===== src/rtl/core/frm_pkg.sv =====
`timescale 1ns / 1ps
// ----------------------------------------------------------------------------
// frm_pkg
// Shared widths, register indexes and reset values of the frame deframer.
// ----------------------------------------------------------------------------
package frm_pkg;

   // field widths
   localparam int BYTE_W    = 8;
   localparam int LEN_W     = 7;
   localparam int IDX_W     = 6;
   localparam int CSR_IDX_W = 2;

   // default payload store depth
   localparam int MAX_DATA_DEF = 64;

   // configuration register indexes
   localparam logic [CSR_IDX_W-1:0] CSR_HEADER_FIRST  = 2'd0;
   localparam logic [CSR_IDX_W-1:0] CSR_HEADER_SECOND = 2'd1;
   localparam logic [CSR_IDX_W-1:0] CSR_MAX_PAYLOAD   = 2'd2;

   // configuration reset values
   localparam logic [BYTE_W-1:0] HEADER_FIRST_RST  = 8'hAA;
   localparam logic [BYTE_W-1:0] HEADER_SECOND_RST = 8'h55;
   localparam logic [LEN_W-1:0]  MAX_PAYLOAD_RST   = 7'd64;

endpackage


===== src/rtl/core/frm_ram.sv =====
`timescale 1ns / 1ps
// ----------------------------------------------------------------------------
// frm_ram
// Generic single-write, single-read synchronous RAM with registered read.
// ----------------------------------------------------------------------------
module frm_ram #(
   parameter int WIDTH = 8,
   parameter int DEPTH = 64
) (
   input  logic                                   clock,
   input  logic                                   wr_en,
   input  logic [(DEPTH > 1 ? $clog2(DEPTH) : 1)-1:0] wr_addr,
   input  logic [WIDTH-1:0]                       wr_data,
   input  logic                                   rd_en,
   input  logic [(DEPTH > 1 ? $clog2(DEPTH) : 1)-1:0] rd_addr,
   output logic [WIDTH-1:0]                       rd_data
);

   logic [WIDTH-1:0] mem_ff [DEPTH];
   logic [WIDTH-1:0] rd_data_ff;

   // write port
   always_ff @(posedge clock) begin
      if (wr_en) begin
         mem_ff[wr_addr] <= wr_data;
      end
   end

   // read port, output holds while not enabled
   always_ff @(posedge clock) begin
      if (rd_en) begin
         rd_data_ff <= mem_ff[rd_addr];
      end
   end

   assign rd_data = rd_data_ff;

endmodule


===== src/rtl/core/frame_deframer_sum_check.sv =====
`timescale 1ns / 1ps
// ----------------------------------------------------------------------------
// frame_deframer_sum_check
// Parses two-byte-header frames with an 8-bit additive checksum and emits
// the payload of each good frame.
// ----------------------------------------------------------------------------
// One received byte is taken per cycle while the parser is hunting or
// collecting a frame; payload bytes go into a MAX_DATA-entry RAM. When the
// checksum byte matches, input is held off (req_tready low) while the
// payload is read back out of the RAM's single read port, one result per
// cycle at full rsp_tready. A zero-length frame gives one result with
// payload byte zero. Frames with a wrong second header byte, a length
// above min(max_payload, MAX_DATA) or a bad checksum vanish without a
// result, and the offending byte is not taken as a new header. No clearing
// pass runs after reset. Registers: 0 header_first, 1 header_second,
// 2 max_payload; other indexes are ignored.
module frame_deframer_sum_check
   import frm_pkg::*;
#(
   parameter int MAX_DATA = MAX_DATA_DEF
) (
   input  logic                 clock,
   input  logic                 reset,
   // input beats
   input  logic                 req_tvalid,
   output logic                 req_tready,
   input  logic [BYTE_W-1:0]    req_tdata,   // [7:0] rx_byte
   // result beats
   output logic                 rsp_tvalid,
   input  logic                 rsp_tready,
   output logic [31:0]          rsp_tdata,   // [7:0] frame_type, [14:8] frame_length,
                                             // [22:15] payload_byte, [28:23] payload_index
   output logic                 rsp_tlast,   // last_of_frame
   // configuration writes
   input  logic                 csr_valid,
   output logic                 csr_ready,
   input  logic [CSR_IDX_W-1:0] csr_index,
   input  logic [BYTE_W-1:0]    csr_data
);

   localparam int AW = (MAX_DATA > 1) ? $clog2(MAX_DATA) : 1;
   localparam logic [BYTE_W-1:0] MAX_DATA_B = BYTE_W'(MAX_DATA);

   // parser states
   localparam logic [2:0] ST_HUNT  = 3'd0;
   localparam logic [2:0] ST_HDR2  = 3'd1;
   localparam logic [2:0] ST_TYPE  = 3'd2;
   localparam logic [2:0] ST_LEN   = 3'd3;
   localparam logic [2:0] ST_DATA  = 3'd4;
   localparam logic [2:0] ST_CSUM  = 3'd5;
   localparam logic [2:0] ST_DRAIN = 3'd6;

   logic [BYTE_W-1:0] hdr_first_ff, hdr_first_in;
   logic [BYTE_W-1:0] hdr_second_ff, hdr_second_in;
   logic [LEN_W-1:0]  max_pay_ff, max_pay_in;

   logic [2:0]        state_ff, state_in;
   logic [BYTE_W-1:0] type_ff, type_in;
   logic [LEN_W-1:0]  len_ff, len_in;
   logic [BYTE_W-1:0] sum_ff, sum_in;
   logic [BYTE_W-1:0] cnt_ff, cnt_in;

   logic              rsp_valid_ff, rsp_valid_in;
   logic [BYTE_W-1:0] out_type_ff, out_type_in;
   logic [LEN_W-1:0]  out_len_ff, out_len_in;
   logic [IDX_W-1:0]  out_idx_ff, out_idx_in;
   logic              out_last_ff, out_last_in;
   logic              out_zero_ff, out_zero_in;

   logic              in_beat;
   logic              adv;
   logic [BYTE_W-1:0] limit;
   logic [BYTE_W-1:0] cnt_next;
   logic [BYTE_W-1:0] len_ext;
   logic              ram_we;
   logic              ram_re;
   logic [BYTE_W-1:0] ram_q;

   assign req_tready = (state_ff != ST_DRAIN);
   assign in_beat    = req_tvalid && req_tready;
   assign csr_ready  = 1'b1;
   assign adv        = !rsp_valid_ff || rsp_tready;
   assign cnt_next   = cnt_ff + 8'd1;
   assign len_ext    = {1'b0, len_ff};
   assign limit      = ({1'b0, max_pay_ff} > MAX_DATA_B) ? MAX_DATA_B : {1'b0, max_pay_ff};

   // configuration registers
   always_comb begin
      hdr_first_in  = hdr_first_ff;
      hdr_second_in = hdr_second_ff;
      max_pay_in    = max_pay_ff;
      if (csr_valid && csr_ready) begin
         case (csr_index)
            CSR_HEADER_FIRST:  hdr_first_in  = csr_data;
            CSR_HEADER_SECOND: hdr_second_in = csr_data;
            CSR_MAX_PAYLOAD:   max_pay_in    = csr_data[LEN_W-1:0];
            default: ;
         endcase
      end
   end

   // parser and drain sequencer
   always_comb begin
      state_in     = state_ff;
      type_in      = type_ff;
      len_in       = len_ff;
      sum_in       = sum_ff;
      cnt_in       = cnt_ff;
      rsp_valid_in = rsp_valid_ff && !rsp_tready;
      out_type_in  = out_type_ff;
      out_len_in   = out_len_ff;
      out_idx_in   = out_idx_ff;
      out_last_in  = out_last_ff;
      out_zero_in  = out_zero_ff;
      ram_we       = 1'b0;
      ram_re       = 1'b0;
      case (state_ff)
         ST_HUNT: begin
            if (in_beat && req_tdata == hdr_first_ff) begin
               state_in = ST_HDR2;
            end
         end
         ST_HDR2: begin
            if (in_beat) begin
               state_in = (req_tdata == hdr_second_ff) ? ST_TYPE : ST_HUNT;
            end
         end
         ST_TYPE: begin
            if (in_beat) begin
               type_in  = req_tdata;
               sum_in   = req_tdata;
               state_in = ST_LEN;
            end
         end
         ST_LEN: begin
            if (in_beat) begin
               if (req_tdata > limit) begin
                  state_in = ST_HUNT;
               end else begin
                  len_in   = req_tdata[LEN_W-1:0];
                  sum_in   = sum_ff + req_tdata;
                  cnt_in   = '0;
                  state_in = (req_tdata == '0) ? ST_CSUM : ST_DATA;
               end
            end
         end
         ST_DATA: begin
            if (in_beat) begin
               ram_we = 1'b1;
               sum_in = sum_ff + req_tdata;
               cnt_in = cnt_next;
               if (cnt_next == len_ext) begin
                  state_in = ST_CSUM;
               end
            end
         end
         ST_CSUM: begin
            if (in_beat) begin
               cnt_in   = '0;
               state_in = (req_tdata == sum_ff) ? ST_DRAIN : ST_HUNT;
            end
         end
         ST_DRAIN: begin
            // one result per free output slot; the ram output holds when stalled
            if (adv) begin
               ram_re       = (len_ff != '0);
               rsp_valid_in = 1'b1;
               out_type_in  = type_ff;
               out_len_in   = len_ff;
               out_idx_in   = cnt_ff[IDX_W-1:0];
               out_zero_in  = (len_ff == '0);
               out_last_in  = (len_ff == '0) || (cnt_next == len_ext);
               cnt_in       = cnt_next;
               if (out_last_in) begin
                  state_in = ST_HUNT;
               end
            end
         end
         default: state_in = ST_HUNT;
      endcase
   end

   // control registers
   always_ff @(posedge clock) begin
      if (reset) begin
         hdr_first_ff  <= HEADER_FIRST_RST;
         hdr_second_ff <= HEADER_SECOND_RST;
         max_pay_ff    <= MAX_PAYLOAD_RST;
         state_ff      <= ST_HUNT;
         type_ff       <= '0;
         len_ff        <= '0;
         sum_ff        <= '0;
         cnt_ff        <= '0;
         rsp_valid_ff  <= 1'b0;
      end else begin
         hdr_first_ff  <= hdr_first_in;
         hdr_second_ff <= hdr_second_in;
         max_pay_ff    <= max_pay_in;
         state_ff      <= state_in;
         type_ff       <= type_in;
         len_ff        <= len_in;
         sum_ff        <= sum_in;
         cnt_ff        <= cnt_in;
         rsp_valid_ff  <= rsp_valid_in;
      end
   end

   // result payload registers
   always_ff @(posedge clock) begin
      out_type_ff <= out_type_in;
      out_len_ff  <= out_len_in;
      out_idx_ff  <= out_idx_in;
      out_last_ff <= out_last_in;
      out_zero_ff <= out_zero_in;
   end

   // payload store
   frm_ram #(
      .WIDTH (BYTE_W),
      .DEPTH (MAX_DATA)
   ) u_store (
      .clock   (clock),
      .wr_en   (ram_we),
      .wr_addr (cnt_ff[AW-1:0]),
      .wr_data (req_tdata),
      .rd_en   (ram_re),
      .rd_addr (cnt_ff[AW-1:0]),
      .rd_data (ram_q)
   );

   // result beat
   assign rsp_tvalid = rsp_valid_ff;
   assign rsp_tlast  = out_last_ff;
   assign rsp_tdata  = {3'b000, out_idx_ff, (out_zero_ff ? 8'h00 : ram_q),
                        out_len_ff, out_type_ff};

`ifndef SYNTH
   // payload writes never run past the frame length or the store
   a_data_bound: assert property (@(posedge clock) disable iff (reset)
      (state_ff == ST_DATA) |-> (cnt_ff < len_ext && len_ext <= MAX_DATA_B))
      else $error("payload count out of range");

   // drain only starts after a checksum byte equal to the running sum
   a_drain_sum: assert property (@(posedge clock) disable iff (reset)
      (state_ff == ST_CSUM && in_beat && req_tdata != sum_ff) |=> (state_ff == ST_HUNT))
      else $error("bad checksum did not drop frame");

   // drain never reads beyond the stored payload
   a_drain_bound: assert property (@(posedge clock) disable iff (reset)
      (state_ff == ST_DRAIN) |-> (len_ff == '0 || cnt_ff < len_ext))
      else $error("drain pointer out of range");
`endif

endmodule


===== config.mk =====
export PLATFORM = sky130hd
export DESIGN_NAME = frame_deframer_sum_check
export DESIGN_NICKNAME = d
export VERILOG_FILES = /design/src/rtl/core/frm_pkg.sv /design/src/rtl/core/frm_ram.sv /design/src/rtl/core/frame_deframer_sum_check.sv
export SDC_FILE = /design/constraint.sdc
export NUM_CORES = 1
export LEC_CHECK = 0
export ABC_AREA = 1
export BUFFER_PORTS_ARGS = -buffer_cell sky130_fd_sc_hd__buf_4
export CELL_PAD_IN_SITES_DETAIL_PLACEMENT = 1
export CELL_PAD_IN_SITES_GLOBAL_PLACEMENT = 2
export CORE_MARGIN = 1
export CORE_UTILIZATION = 46
export CTS_CLUSTER_DIAMETER = 100
export DETAILED_ROUTE_END_ITERATION = 16
export PLACE_DENSITY_LB_ADDON = 0.1
export SLEW_MARGIN = 10
export SYNTH_ARGS = -nofsm -noshare
export SYNTH_HDL_FRONTEND = slang
export SYNTH_HIERARCHICAL = 1
export SYNTH_SLANG_ARGS = --single-unit

===== constraint.sdc =====
create_clock -name clock -period 5.7 [get_ports clock]
set_clock_uncertainty 0.2 [all_clocks]
set_input_delay 0.285 -clock clock [delete_from_list [all_inputs] [get_ports clock]]
set_output_delay 0.285 -clock clock [all_outputs]
set_load 0.05 [all_outputs]

==> metrics.md <==
| Metric | Value |
|---|---|
| Crit-path slowest cell | `nand4_1` |
| Reg clk slew, reported paths | `60 ps` |
| Netlist cell types | `41` |
| CTS Sinks | `roughly 600` |
| Main combinational cell family by area after synthesis | `simple AND/OR/NAND/NOR gates` |
| WHS Path Cells | `6` |
| Simple-Gate Fraction of Synth Area | `0.233` |
| Synth Cell Area | `between 0.02 and 0.03 mm^2` |
| Worst setup startpoint | `state_ff[0]` |
| Post-synthesis mux area share | `0` |
| Number of post-CTS setup repair buffers | `0` |
| Clock tree buffer depth | `3` |
| Num CTS Buffers | `67` |
| Die ar. | `0.0566 mm^2` |
| GRT overflow | `0` |
| Max Clk Rate | `0.254 GHz` |
| Max cap viols | `0` |
| Avg WL per Cell | `approximately 23 um` |
| Placement row count | `86` |
| Post_cts resized | `0` |
| Synth Area in Compound Gates | `0.0227` |
| Area grow syn2layout | `12.2%` |
| RSZ-0062 raised after global routing | `false` |
| Final min period | `just under 4000 ps` |
| Hold_sp | `req_tvalid` |
| Tot GR Track Use | `0.268` |
| Main synth FF type | `edfxtp_1` |
| CP dominant cell by count | `nor2_1` |
| CP Data Required Time | `5710 ps` |
| Worst Setup Start Kind | `flop` |
| CP arrival | `3940 ps` |
| Setup Total Neg Slack | `0 ps` |
| Post-synthesis xor/xnor area fraction | `0.00685` |
| Synthesis Warnings | `6` |
| Crit. path cell count | `5` |
| Global-route wire length before repair | `112000 um` |
| Fin nets | `between 2000 and 2500` |
| H-tree depth | `3` |
| Number of synthesized flops with an enable pin | `between 500 and 600` |
| # DRC | `0` |
| Die Y-Extent | `approximately 240 um` |
| WP buf/inv | `0` |
| Initial DRC Count | `between 1000 and 1500` |
| Largest area contributor in the netlist | `edfxtp_1` |
| First drt pass iteration count | `5` |
| Status | `complete, no violations` |
| CTS tree | `built` |
| #FFs+latches synth | `roughly 600` |
| Pwr/cell area | `318 mW/mm^2` |
| Routability cong. | `about 0.83` |
| Hold_buf cts | `28` |
| Clock Latency Late Sink | `600 ps` |
| Starting Density | `0.465` |
| Hold slack | `112 ps` |
| Port bufs | `54` |
| Final hold viol count | `0` |
| Period Utilization, post-route | `0.690` |
| Synth area leaders | `edfxtp_1, nand2_1, nand3_1` |
| Ys async rst share | `0` |
| Critical Path, Cell by Cell | `nor2_2 > nand2_2 > nor2_1 > nand4_1 > nor2_1` |
| Post-synth top area share | `0.637` |
| Crit Path Class | `reg -> reg` |
| Slew Limit Fails | `0` |
| Max IR drop VDD | `roughly 0.00024 V` |
| Avg Vias per Cell | `between 5 and 6` |
| Die span in x | `around 240 um` |
| Crit path max fanout | `9` |
| Delay-heaviest family, CP | `simple AND/OR/NAND/NOR gates` |
| Io pins | `between 50 and 60` |
| Layout cells sized above 1 | `0.0893` |
| Sequential share of the synthesized area | `0.683` |
| Worst-Margin Slew | `1170 ps` |
| Cells after synthesis | `2333` |
| Worst R2R Start | `state_ff[0]` |
| Final setup viols | `0` |
| Antenna cells | `0` |
| Max_slew headroom | `0.217` |
| Core area | `~0.055 mm^2` |
| Final wirelength | `about 74000 um` |
| CP Capture Type | `flop` |
| Commonest non-fill, non-tap cells in the layout | `nand2_1, edfxtp_1, nand3_1` |
| CP peak stage delay | `slightly below 1000 ps` |
| Vias in the first global route | `about 18000` |
| Leak pwr | `between 10 and 15 nW` |
| Reg2reg path depth | `5` |
| Syn_area_per_cell | `11.0 um^2` |
| Adder-Cell Fraction of Synth Area | `0.00812` |
| Most common cell after layout, fill and taps aside | `nand2_1` |
| Class of the worst hold path | `in -> reg` |
| Largest net degree at the start of global routing | `between 150 and 200` |
| Final Power | `about 9.1 mW` |
| Total number of vias | `between 15000 and 20000` |
| Antenna Violating Nets Remaining | `0` |
| Detailed placer's ending HPWL | `45300 um` |
| Initial antenna violation count | `1` |
| Root Driver | `clkbuf_16` |
worst paths after layout:
path | end | slack, ps
worst min register to register | out_type_ff[0] | 230
worst min-delay path | sum_ff[6] | 110
worst max register to register | u_store/mem_ff[44][2] | 1770
worst max-delay path | u_store/mem_ff[44][2] | 1770
state kept, by name, indices dropped and copies added, names as in the netlist, 8 cells and up:
register	count
cnt_ff	8
hdr_first_ff	8
hdr_second_ff	8
out_type_ff	8
sum_ff	8
type_ff	8
u_store/mem_ff	512
u_store/rd_data	8
cells by family after synthesis:
logic type / after synthesis
xor+xnor: 20
other cells: 2
compound gates: 104
fa+ha+maj: 16
buf+inv: 205
simple gates: 1385
flops: 601
Yosys cell counts (all sizes together) (3+ instances only):
cell type / count
clkbuf: 22
a211oi: 4
dfxtp: 58
ha: 15
or2: 4
o211ai: 3
nor3: 7
xor2: 14
a21oi: 40
nand4: 20
inv: 75
a31oi: 8
nor2: 121
buf: 108
xnor2: 6
o21ai: 44
edfxtp: 543
nor4: 11
nand2: 748
nand3: 473
area by class of cell:
cell class	count	area, um^2
clock buffer	98	1920
clock inverter	23	160
fill	5747	26300
timing repair buffer	115	958
multi-input combinational	1529	6960
inverter	75	289
tap	748	936
sequential	601	17500
routing by layer:
layer / global-route usage / share of wire
met1: 0.372 / 0.45
met2: 0.442 / 0.48
met3: 0.0302 / 0.044
met4: 0.0841 / 0.023
met5: 0 / 0
metrics by stage:
step                      cell area, um^2  setup WS, ps  cells   util
after floorplan                     25600          2960   2335      -
after global placement              26300          1870   3040  0.479
after detailed placement            26300          1850   3040  0.479
after CTS                           28700          1840   3189  0.522
after global routing                28700          1680   3189  0.522
final                               28700          1770   3189  0.522
tightest hold or removal path, stage by stage:
cell and delay, ps:
buf_4 130, inv_1 100, a21oi_1 60, nand2_1 140, nor2_1 70, nor2_1 70
power by group:
group          switching, mW  internal, mW
Sequential           0.00756          4.80
Clock                   1.70          2.42
Combinational          0.153        0.0503
Total                   1.86          7.27
Note: power is estimated with default switching activity, not from simulation.
